--- src/hdl/cbc_pkg.sv ---
// Package for the cartridge bank controller: transaction types, target and
// kind codes, register indexes and bus address region limits.
// No dependencies.
`default_nettype none

package cbc_pkg;

  // Field widths of the transactions
  localparam int unsigned BUS_ADDR_W = 16;
  localparam int unsigned BYTE_W     = 8;
  localparam int unsigned ROM_ADDR_W = 21;
  localparam int unsigned RAM_ADDR_W = 15;
  localparam int unsigned TARGET_W   = 2;

  // Default address widths of the attached memories
  localparam int unsigned ROM_ADDR_BITS_DEF = 21;
  localparam int unsigned RAM_ADDR_BITS_DEF = 15;

  // Configuration port
  localparam int unsigned CFG_IDX_W  = 1;
  localparam int unsigned CFG_DATA_W = 5;
  localparam logic [CFG_IDX_W-1:0] CFG_IDX_CART_KIND = 1'd0;
  localparam logic [CFG_IDX_W-1:0] CFG_IDX_ROM_SIZE  = 1'd1;

  // Cartridge kinds
  localparam logic [1:0] KIND_PLAIN = 2'd0;
  localparam logic [1:0] KIND_MBC1  = 2'd1;

  // Access kinds
  localparam logic ACT_READ  = 1'b0;
  localparam logic ACT_WRITE = 1'b1;

  // Result targets
  localparam logic [TARGET_W-1:0] TGT_ROM_READ  = 2'd0;
  localparam logic [TARGET_W-1:0] TGT_RAM_READ  = 2'd1;
  localparam logic [TARGET_W-1:0] TGT_RAM_WRITE = 2'd2;
  localparam logic [TARGET_W-1:0] TGT_NONE      = 2'd3;

  // Bus region limits
  localparam logic [BUS_ADDR_W-1:0] ADDR_BANK_LOW  = 16'h2000;
  localparam logic [BUS_ADDR_W-1:0] ADDR_ROM_UPPER = 16'h4000;
  localparam logic [BUS_ADDR_W-1:0] ADDR_MODE      = 16'h6000;
  localparam logic [BUS_ADDR_W-1:0] ADDR_RAM       = 16'h8000;
  localparam logic [BUS_ADDR_W-1:0] ADDR_ABOVE_RAM = 16'hC000;

  // Register values
  localparam logic [3:0]        RAM_GATE_OPEN = 4'hA;
  localparam logic [BYTE_W-1:0] OPEN_BUS_BYTE = 8'hFF;
  localparam logic [4:0]        BANK_LOW_RST  = 5'd1;
  localparam logic [4:0]        ROM_SIZE_RST  = 5'd21;

  typedef struct packed {
    logic                  action;
    logic [BUS_ADDR_W-1:0] address;
    logic [BYTE_W-1:0]     write_data;
  } cbc_in_t;

  typedef struct packed {
    logic [TARGET_W-1:0]   target;
    logic [ROM_ADDR_W-1:0] rom_address;
    logic [RAM_ADDR_W-1:0] ram_address;
    logic [BYTE_W-1:0]     ram_data;
    logic [BYTE_W-1:0]     fixed_value;
  } cbc_out_t;

  typedef struct packed {
    logic [1:0] cart_kind;
    logic [4:0] rom_size_log2;
  } cbc_cfg_t;

endpackage

`default_nettype wire

--- src/hdl/cbc_xlate.sv ---
// Banking registers and address translation of one bus transaction.
// Depends on cbc_pkg.
`default_nettype none

module cbc_xlate import cbc_pkg::*; #(
  parameter int unsigned ROM_ADDR_BITS = ROM_ADDR_BITS_DEF,
  parameter int unsigned RAM_ADDR_BITS = RAM_ADDR_BITS_DEF
) (
  input  wire logic     clk_i,
  input  wire logic     rst_ni,
  input  wire logic     acc_i,
  input  wire cbc_in_t  item_i,
  input  wire cbc_cfg_t cfg_i,
  output cbc_out_t      res_o
);

  localparam logic [ROM_ADDR_W-1:0] ROM_ONES = '1;
  localparam logic [RAM_ADDR_W-1:0] RAM_ONES = '1;
  localparam logic [ROM_ADDR_W-1:0] ROM_PASS_MASK =
    ~(ROM_ONES << ROM_ADDR_BITS);
  localparam logic [RAM_ADDR_W-1:0] RAM_MASK = ~(RAM_ONES << RAM_ADDR_BITS);
  localparam logic [4:0] ROM_BITS_MAX = 5'(ROM_ADDR_BITS);

  logic [3:0] ram_gate_q, ram_gate_d;
  logic [4:0] bank_low_q, bank_low_d;
  logic [1:0] bank_high_q, bank_high_d;
  logic       mode_q, mode_d;

  logic [4:0]            rom_bits;
  logic [ROM_ADDR_W-1:0] rom_mask;
  logic [6:0]            rom_bank_lo;
  logic [6:0]            rom_bank_hi;
  logic [1:0]            ram_bank;
  logic [RAM_ADDR_W-1:0] ram_addr;
  logic                  gate_open;
  logic                  is_write;
  logic [BUS_ADDR_W-1:0] addr;
  logic [BYTE_W-1:0]     data;

  // Saturate the configured ROM size and build its mask
  assign rom_bits = (cfg_i.rom_size_log2 > ROM_BITS_MAX) ? ROM_BITS_MAX
                                                         : cfg_i.rom_size_log2;
  assign rom_mask = ~(ROM_ONES << rom_bits);

  assign addr        = item_i.address;
  assign data        = item_i.write_data;
  assign is_write    = (item_i.action == ACT_WRITE);
  assign gate_open   = (ram_gate_q == RAM_GATE_OPEN);
  assign rom_bank_lo = mode_q ? {bank_high_q, 5'd0} : 7'd0;
  assign rom_bank_hi = {bank_high_q, bank_low_q};
  assign ram_bank    = mode_q ? bank_high_q : 2'd0;
  assign ram_addr    = {ram_bank, addr[12:0]} & RAM_MASK;

  // Translate the access and work out the register updates
  always_comb begin
    res_o       = '0;
    res_o.target = TGT_NONE;
    ram_gate_d  = ram_gate_q;
    bank_low_d  = bank_low_q;
    bank_high_d = bank_high_q;
    mode_d      = mode_q;
    unique case (cfg_i.cart_kind)
      KIND_PLAIN: begin
        if (!is_write) begin
          res_o.target      = TGT_ROM_READ;
          res_o.rom_address = {{(ROM_ADDR_W-BUS_ADDR_W){1'b0}}, addr} & ROM_PASS_MASK;
        end
      end
      KIND_MBC1: begin
        if (is_write) begin
          priority if (addr < ADDR_BANK_LOW) begin
            ram_gate_d = data[3:0];
          end else if (addr < ADDR_ROM_UPPER) begin
            bank_low_d = (data[4:0] == 5'd0) ? BANK_LOW_RST : data[4:0];
          end else if (addr < ADDR_MODE) begin
            bank_high_d = data[1:0];
          end else if (addr < ADDR_RAM) begin
            mode_d = data[0];
          end else if (addr < ADDR_ABOVE_RAM) begin
            if (gate_open) begin
              res_o.target      = TGT_RAM_WRITE;
              res_o.ram_address = ram_addr;
              res_o.ram_data    = data;
            end
          end else begin
            // drop writes above cartridge RAM
            res_o.target = TGT_NONE;
          end
        end else begin
          priority if (addr < ADDR_ROM_UPPER) begin
            res_o.target      = TGT_ROM_READ;
            res_o.rom_address = {rom_bank_lo, addr[13:0]} & rom_mask;
          end else if (addr < ADDR_RAM) begin
            res_o.target      = TGT_ROM_READ;
            res_o.rom_address = {rom_bank_hi, addr[13:0]} & rom_mask;
          end else if (addr < ADDR_ABOVE_RAM && gate_open) begin
            res_o.target      = TGT_RAM_READ;
            res_o.ram_address = ram_addr;
          end else begin
            res_o.fixed_value = OPEN_BUS_BYTE;
          end
        end
      end
      default: begin
        // unsupported kind: read zero, ignore writes
        res_o.target = TGT_NONE;
      end
    endcase
  end

  // Update banking registers on each accepted transaction
  always_ff @(posedge clk_i or negedge rst_ni) begin
    if (!rst_ni) begin
      ram_gate_q  <= '0;
      bank_low_q  <= BANK_LOW_RST;
      bank_high_q <= '0;
      mode_q      <= 1'b0;
    end else if (acc_i) begin
      ram_gate_q  <= ram_gate_d;
      bank_low_q  <= bank_low_d;
      bank_high_q <= bank_high_d;
      mode_q      <= mode_d;
    end
  end

endmodule

`default_nettype wire

--- src/hdl/cartridge_bank_controller.sv ---
// Cartridge bank controller: translates bus transactions to ROM/RAM addresses.
// A result is registered in the output register, or in the skid entry while the output is stalled.
// Throughput: one transaction per cycle; a two-entry output (register plus
// skid) keeps input open for one transaction while the output is stalled.
// Reset: asynchronous, active low; banking registers and configuration
// return to their power-up values and both output entries empty.
`default_nettype none

module cartridge_bank_controller import cbc_pkg::*; #(
  parameter int unsigned ROM_ADDR_BITS = ROM_ADDR_BITS_DEF,
  parameter int unsigned RAM_ADDR_BITS = RAM_ADDR_BITS_DEF
) (
  input  wire logic                  clk_i,
  input  wire logic                  rst_ni,
  // configuration writes
  input  wire logic                  cfg_we_i,
  input  wire logic [CFG_IDX_W-1:0]  cfg_index_i,
  input  wire logic [CFG_DATA_W-1:0] cfg_data_i,
  // bus transactions in
  input  wire logic                  in_valid_i,
  output logic                       in_stall_o,
  input  wire cbc_in_t               in_data_i,
  // results out
  output logic                       out_valid_o,
  input  wire logic                  out_stall_i,
  output cbc_out_t                   out_data_o
);

  cbc_cfg_t cfg_q;
  cbc_out_t res;
  cbc_out_t out_q, skid_q;
  logic     out_valid_q, skid_valid_q;
  logic     in_acc, out_free;

  // Hold configuration registers
  always_ff @(posedge clk_i or negedge rst_ni) begin
    if (!rst_ni) begin
      cfg_q.cart_kind     <= KIND_MBC1;
      cfg_q.rom_size_log2 <= ROM_SIZE_RST;
    end else if (cfg_we_i) begin
      unique case (cfg_index_i)
        CFG_IDX_CART_KIND: cfg_q.cart_kind     <= cfg_data_i[1:0];
        CFG_IDX_ROM_SIZE:  cfg_q.rom_size_log2 <= cfg_data_i[4:0];
        default:           cfg_q               <= cfg_q;
      endcase
    end
  end

  assign in_stall_o = skid_valid_q;
  assign in_acc     = in_valid_i && !skid_valid_q;
  assign out_free   = !out_valid_q || !out_stall_i;

  cbc_xlate #(
    .ROM_ADDR_BITS (ROM_ADDR_BITS),
    .RAM_ADDR_BITS (RAM_ADDR_BITS)
  ) u_xlate (
    .clk_i  (clk_i),
    .rst_ni (rst_ni),
    .acc_i  (in_acc),
    .item_i (in_data_i),
    .cfg_i  (cfg_q),
    .res_o  (res)
  );

  // Output register and skid entry control
  always_ff @(posedge clk_i or negedge rst_ni) begin
    if (!rst_ni) begin
      out_valid_q  <= 1'b0;
      skid_valid_q <= 1'b0;
    end else if (out_free) begin
      out_valid_q  <= skid_valid_q || in_acc;
      skid_valid_q <= 1'b0;
    end else if (in_acc) begin
      skid_valid_q <= 1'b1;
    end
  end

  // Output register and skid entry payload
  always_ff @(posedge clk_i) begin
    if (out_free) begin
      if (skid_valid_q) begin
        out_q <= skid_q;
      end else if (in_acc) begin
        out_q <= res;
      end
    end else if (in_acc) begin
      skid_q <= res;
    end
  end

  assign out_valid_o = out_valid_q;
  assign out_data_o  = out_q;

`ifndef SYNTH
  // skid entry only fills behind a full output register
  a_skid_behind_out: assert property (@(posedge clk_i) disable iff (!rst_ni)
    skid_valid_q |-> out_valid_q)
    else $error("skid entry valid while output register empty");

  // a transaction taken under output stall lands in the skid entry
  a_stall_to_skid: assert property (@(posedge clk_i) disable iff (!rst_ni)
    (in_acc && out_valid_q && out_stall_i) |=> skid_valid_q)
    else $error("transaction lost under output stall");

  // only ROM reads carry a ROM address
  a_rom_addr_clean: assert property (@(posedge clk_i) disable iff (!rst_ni)
    (out_valid_o && out_data_o.target != TGT_ROM_READ) |->
      (out_data_o.rom_address == '0))
    else $error("ROM address on a non-ROM result");

  // a fixed read value only comes with no memory access
  a_fixed_only_none: assert property (@(posedge clk_i) disable iff (!rst_ni)
    (out_valid_o && out_data_o.fixed_value != '0) |->
      (out_data_o.target == TGT_NONE))
    else $error("fixed value on a memory result");
`endif

endmodule

`default_nettype wire
--- config.mk ---
export PLATFORM = sky130hd
export DESIGN_NAME = cartridge_bank_controller
export DESIGN_NICKNAME = d
export VERILOG_FILES = /design/src/hdl/cbc_pkg.sv /design/src/hdl/cbc_xlate.sv /design/src/hdl/cartridge_bank_controller.sv
export SDC_FILE = /design/constraint.sdc
export NUM_CORES = 1
export LEC_CHECK = 0
export BUFFER_PORTS_ARGS = -buffer_cell sky130_fd_sc_hd__buf_2
export CAP_MARGIN = 20
export CORE_ASPECT_RATIO = 0.9
export CORE_MARGIN = 2
export CORE_UTILIZATION = 35
export DETAILED_ROUTE_END_ITERATION = 16
export HOLD_SLACK_MARGIN = 0.06
export PLACE_DENSITY_LB_ADDON = 0.25
export SLEW_MARGIN = 20
export SYNTH_ARGS = -nofsm -noshare
export SYNTH_HDL_FRONTEND = slang
export SYNTH_SLANG_ARGS = --single-unit
--- constraint.sdc ---
create_clock -name clk_i -period 7.22 [get_ports clk_i]
set_input_delay 0.722 -clock clk_i [delete_from_list [all_inputs] [get_ports clk_i]]
set_output_delay 0.722 -clock clk_i [all_outputs]
set_load 0.005 [all_outputs]
Word level (Yosys, flattened, before mapping)
Cells that the tools add are included.
{"block": "totals", "register_bits": 129, "in_bits": 36, "out_inout_bits": 56, "elab_cells": 93}
{"block": "classes", "n_lt_le_gt_ge": 6, "n_eq_ne": 2, "n_shift": 1, "n_mux": 39, "n_bitwise": 8, "n_reduce_logical": 19}
{"operator": "two-way mux 23 bit", "n": 8}
{"operator": "two-way mux 54 bit", "n": 2}
{"operator": "two-way mux 15 bit", "n": 4}
{"operator": "AND 21 bit", "n": 2}
{"operator": "two-way mux 21 bit", "n": 2}
{"operator": "case mux 21 bit (2 select lines)", "n": 1}
{"operator": "two-way mux 8 bit", "n": 5}
{"operator": "less-than comparator 16 x 15 -> 1 bit, second input constant", "n": 2}
{"operator": "less-than comparator 16 bit, second input constant", "n": 2}
{"operator": "two-way mux 31 bit", "n": 1}
{"operator": "inverter 21 bit", "n": 1}
{"operator": "left shift 21 x 5 -> 21 bit, first input constant", "n": 1}
{"operator": "two-way mux 2 bit", "n": 9}
{"operator": "less-than comparator 16 x 14 -> 1 bit, second input constant", "n": 1}
{"operator": "two-way mux 5 bit", "n": 2}
{"operator": "AND reduction 2 bit", "n": 4}
{"operator": "two-way mux 7 bit", "n": 1}
{"operator": "AND reduction 7 bit", "n": 1}
{"operator": "AND reduction 6 bit", "n": 1}
{"operator": "> comparator 5 bit, second input constant", "n": 1}
{"operator": "zero test 5 bit", "n": 1}
{"operator": "inverter 1 bit", "n": 5}
{"operator": "AND reduction 5 bit", "n": 1}
{"operator": "== test 4 bit, second input constant", "n": 1}
{"operator": "other kinds (9)", "n": 16}

Longest topological paths before layout
{"block": "depth", "ltp_word": 11, "ltp_mapped": 6, "mapped_depth_nobuf": 4}

Cells and area by module
A second synthesis with hierarchy kept.
{"block": "unflattened", "hier_cells": 339, "area_unflattened_um2": 5661.7}
{"module": "cartridge_bank_controller", "instances": 1, "cells_per_inst": 193, "area_each_um2": 4410.5, "seq_area_each_um2": 3473.3}
{"module": "cbc_xlate", "instances": 1, "cells_per_inst": 146, "area_each_um2": 1251.2, "seq_area_each_um2": 301.5}

Worst setup path before layout
No wires, ideal clock.
{"block": "synth_timing", "kind": "register to register", "from": "register skid_valid_q (netlist: in_stall_o)", "to": "register out_q (netlist bit out_data_o[10]), enable pin", "setup_time_ns": 0.467, "t_arrival_ns": 3.130, "required_ns": 6.753, "setup_slack_ns": 3.623, "path_stages_with_launch": 4, "path_buffers": 1, "synth_period_minus_slack_ns": 3.597, "cell_sequence": "dfrtp_1 > clkbuf_1 > nor2_1 > a21oi_1"}
{"block": "synth_between", "elab_chain_len": 4}
{"item": "from (decl)", "line_no": "cartridge_bank_controller.sv:32", "text": "logic out_valid_q, skid_valid_q;"}
{"item": "from (signal assigned)", "line_no": "cartridge_bank_controller.sv:69", "text": "skid_valid_q <= 1'b0;"}
{"item": "from (signal assigned)", "line_no": "cartridge_bank_controller.sv:72", "text": "skid_valid_q <= 1'b0;"}
{"item": "from (signal assigned)", "line_no": "cartridge_bank_controller.sv:74", "text": "skid_valid_q <= 1'b1;"}
{"item": "zero test 1 bit", "line_no": "cartridge_bank_controller.sv:50", "text": "assign in_acc = in_valid_i && !skid_valid_q;"}
{"item": "logical AND 1 bit", "line_no": "cartridge_bank_controller.sv:50"}
{"item": "nonzero test 2 bit (no line) (*)"}
{"item": "AND reduction 2 bit (no line) (*)"}
{"item": "to (signal assigned)", "line_no": "cartridge_bank_controller.sv:82", "text": "out_q <= skid_q;"}
{"item": "to (signal assigned)", "line_no": "cartridge_bank_controller.sv:84", "text": "out_q <= res;"}
{"item": "to (decl)", "line_no": "cartridge_bank_controller.sv:31", "text": "cbc_out_t out_q, skid_q;"}
Mark *: on every way between the ends. The rest lies on a longest branch, timed or not.
A chain may end at the register's enable or synchronous reset.

Final worst setup path
{"block": "layout_timing", "from": "register skid_valid_q (netlist: in_stall_o)", "to": "register out_q (netlist bit out_data_o[32]), data pin"}
{"block": "layout_between", "elab_chain_len": 1}
{"item": "two-way mux 54 bit", "line_no": "cartridge_bank_controller.sv:81", "text": "if (skid_valid_q) begin"}
Every way passes these cells.

==> flow_summary.ini <==
[outcome]
status = completed

[synthesis]
syn_nets = 356
synth_edf_count = 94
yosys-top-cells-area = edfxtp_1, mux2_2, dfrtp_1
yosys_warnings = 0
async_flop_share_pct = 18.3
synth_common_cells = edfxtp_1, mux2_2, and2_1, and3_1, dfrtp_1
synth_top_cell_area_share_pct = 57.2
yosysMostFrequentCell = edfxtp_1
synth_area_um2 = 4940
synthFlopType = edfxtp_1
synth_cells = 320
ys_seq_elements = 115
syn_avg_cell_area_um2 = 15.4
synth-seq-area-share_pct = 68.0
synth_cell_types = 43
yosysTopAreaCell = edfxtp_1

[timing]
finalSetupViolCount = 0
hold_violations = 0
slew_headroom_pct = 49.3
rsz0062_at_grt = false
max_freq_mhz = 441
finalSetupTns_ns = 0
slew_viol_final = 0
hold_slack_ns = 0.279
fin_crit_ns = 2.27
worstMarginPinSlew_ns = 0.758
finClkSkew_ns = 0.00676
fin_crit_sh_pct = 31.4

[routing]
dr_total_vias = 2954
first_iter_violations = 180
drc = 0
final_antenna_net_count = 0
firstDrtPassIters = 4
wl_per_cell_um = 17.6
vias_per_cell = 4.80
drt_wl_total_um = 10800

[worst_setup_path]
crit_fanout = 31
r2r-start = in_stall_o$_DFFE_PN0P_
r2r_slack_ns = 4.95
r2r_cells = 3
crit_required_ns = 7.36
setup.worst_path.end_class = flop
crit_path_start_kind = flop
crit_path_max_incr_delay_ns = 0.67
slowest_stage = dfrtp_1
timing.rr.end = out_data_o[32]$_DFFE_PP_
worstPathArrival_ns = 2.41
worstSetupPathType = flop to flop
path_cells = clkinv_1 -> buf_4 -> mux2_2

[clock_network]
numCtsBuffers = 17
cts_resized = 0
hold_buffers = 0
cts_setup_buffers = 0
clk_latency_ns = 0.41
cts_tree = built
clockRootBuffer = clkbuf_16
clock_path_buffers = 2
cts.sink_count = 115
h-tree-depth = 4
path_clk_slew_ns = 0.05

[floorplan]
initial_utilization_pct = 35.5
placementRows = 41
die_h_um = 117
die_x_um = 129
die-area_um2 = 15100
core-area_um2 = 13900
ios = 92

[cells_and_area]
area.growth.synth_to_final_pct = 24.4
seq_area_um2 = 3350
fin_area_um2 = 6140
drive_gt1_share_pct = 45.4
multi_input_area_um2 = 1470
fillerInstances = 1254
fin_cells = 615
final_util_pct = 44.2
fin_nets = 444

[placed_design]
place.gp.congestion = 0.827
dp_hpwl_um = 7190
port_buffers = 91
placed_cell_area_um2 = 5550
dp_cells = 582

[pwr]
p_per_area_nw_per_um2 = 293
p_int_mw = 1.41
pwr-share-seq_pct = 45.4
irDropWorstVdd_uv = 177
sw_frac_of_total_pct = 21.7
clkPwrFrac_pct = 45.5
switchingPower_mw = 0.390
leakagePower_nw = 2.56
comb_power_share_pct = 9.0

[global_route]
grt_util_met1_pct = 20.7
grt_pass1_vias = 3051
use_met2_pct = 22.9
overflow = 0
gr-usage-all-layers_pct = 15.3
grt_busiest_layer = met2
met3_usage_pct = 5.54
antenna_found_initial = 1
grt_max_degree = 48
grt_pass1_wl_um = 17000

[hold_path]
hp-class = input pin to async pin

[flow_run]
cap_violations = 0
power by group through the flow:
stage	Clock (mW)	Sequential, mW	Combinational [mW]
floorplan	0	0.814	0.109
global placement	0	0.829	0.162
detailed placement	0	0.829	0.165
CTS	0.838	0.817	0.166
global route	0.868	0.824	0.179
finish	0.819	0.817	0.163
area by class of cell:
| cell class | count | area share (%) |
|---|---|---|
| clock buffer | 27 | 8.35 |
| sequential | 115 | 54.6 |
| timing repair buffer | 94 | 7.78 |
| inverter | 3 | 0.183 |
| antenna | 1 | 0.0407 |
| multi-input combinational | 177 | 23.9 |
| clock inverter | 5 | 1.20 |
| tap | 193 | 3.93 |
stage by stage:
stage | worst slack [ns] | total power [mW]
2_1_floorplan | 3.62 | 0.923
3_3_place_gp | 4.62 | 0.991
3_5_place_dp | 4.79 | 0.994
4_1_cts | 4.87 | 1.82
5_1_grt | 4.71 | 1.87
6_report | 4.95 | 1.80
how the worst max path moves through the flow:
stage,start,endpoint,slack [ns]
after floorplan,in_stall_o$_DFFE_PN0P_,out_data_o[10]$_DFFE_PP_,3.62
after global placement,in_data_i[23],out_data_o[13]$_DFFE_PP_,4.62
after detailed placement,in_data_i[24],out_data_o[39]$_DFFE_PP_,4.79
after CTS,in_stall_o$_DFFE_PN0P_,out_data_o[32]$_DFFE_PP_,4.87
after global routing,in_stall_o$_DFFE_PN0P_,out_data_o[32]$_DFFE_PP_,4.71
final,in_stall_o$_DFFE_PN0P_,out_data_o[32]$_DFFE_PP_,4.95
state kept, by name, indices dropped and copies added (netlist names):
signal	cells
cfg_q	7
in_stall_o	1
out_data_o	47
out_valid_o	1
skid_q	47
u_xlate.bank_high_q	2
u_xlate.bank_low_q	5
u_xlate.mode_q	1
u_xlate.ram_gate_q	4
layout by cell type (no fill, tap or decap), types with 3 or more instances in the layout:
master,count
buf_4,3
and2_1,16
mux2_4,4
or2_2,3
dfrtp_1,16
buf_2,91
clkbuf_8,5
a32o_1,3
edfxtp_1,94
nor3_1,3
o211a_1,6
nor2_1,13
and3_1,16
dfstp_2,5
nor2b_1,3
o311a_1,5
clkbuf_16,17
nand2_1,11
mux2_2,54
a21oi_1,3
o21ai_0,4
nor4_1,4
clkbuf_1,5
cells by family after synthesis:
logic type             after synthesis  synth area share (%)
AO/OA/AOI/OAI                       36                  5.88
buffers and inverters               28                  2.91
flip-flops                         115                  68.0
multiplexers                        58                  13.5
AND/OR/NAND/NOR                     83                  9.71
metal layers:
| layer | vias to the layer above | routed length, um |
|---|---|---|
| met4 | 0 | 122 |
| met3 | 9 | 552 |
| met2 | 71 | 5020 |
| met5 | - | 0 |
| li1 | 1402 | - |
| met1 | 1472 | 5130 |
worst max-delay path, delay by kind of cell (launching register included):
family / cells / cell delay (ns)
buf+inv: 2 / 0.98
flops: 1 / 0.67
mux: 1 / 0.34
(Power assumes the default switching activity.)
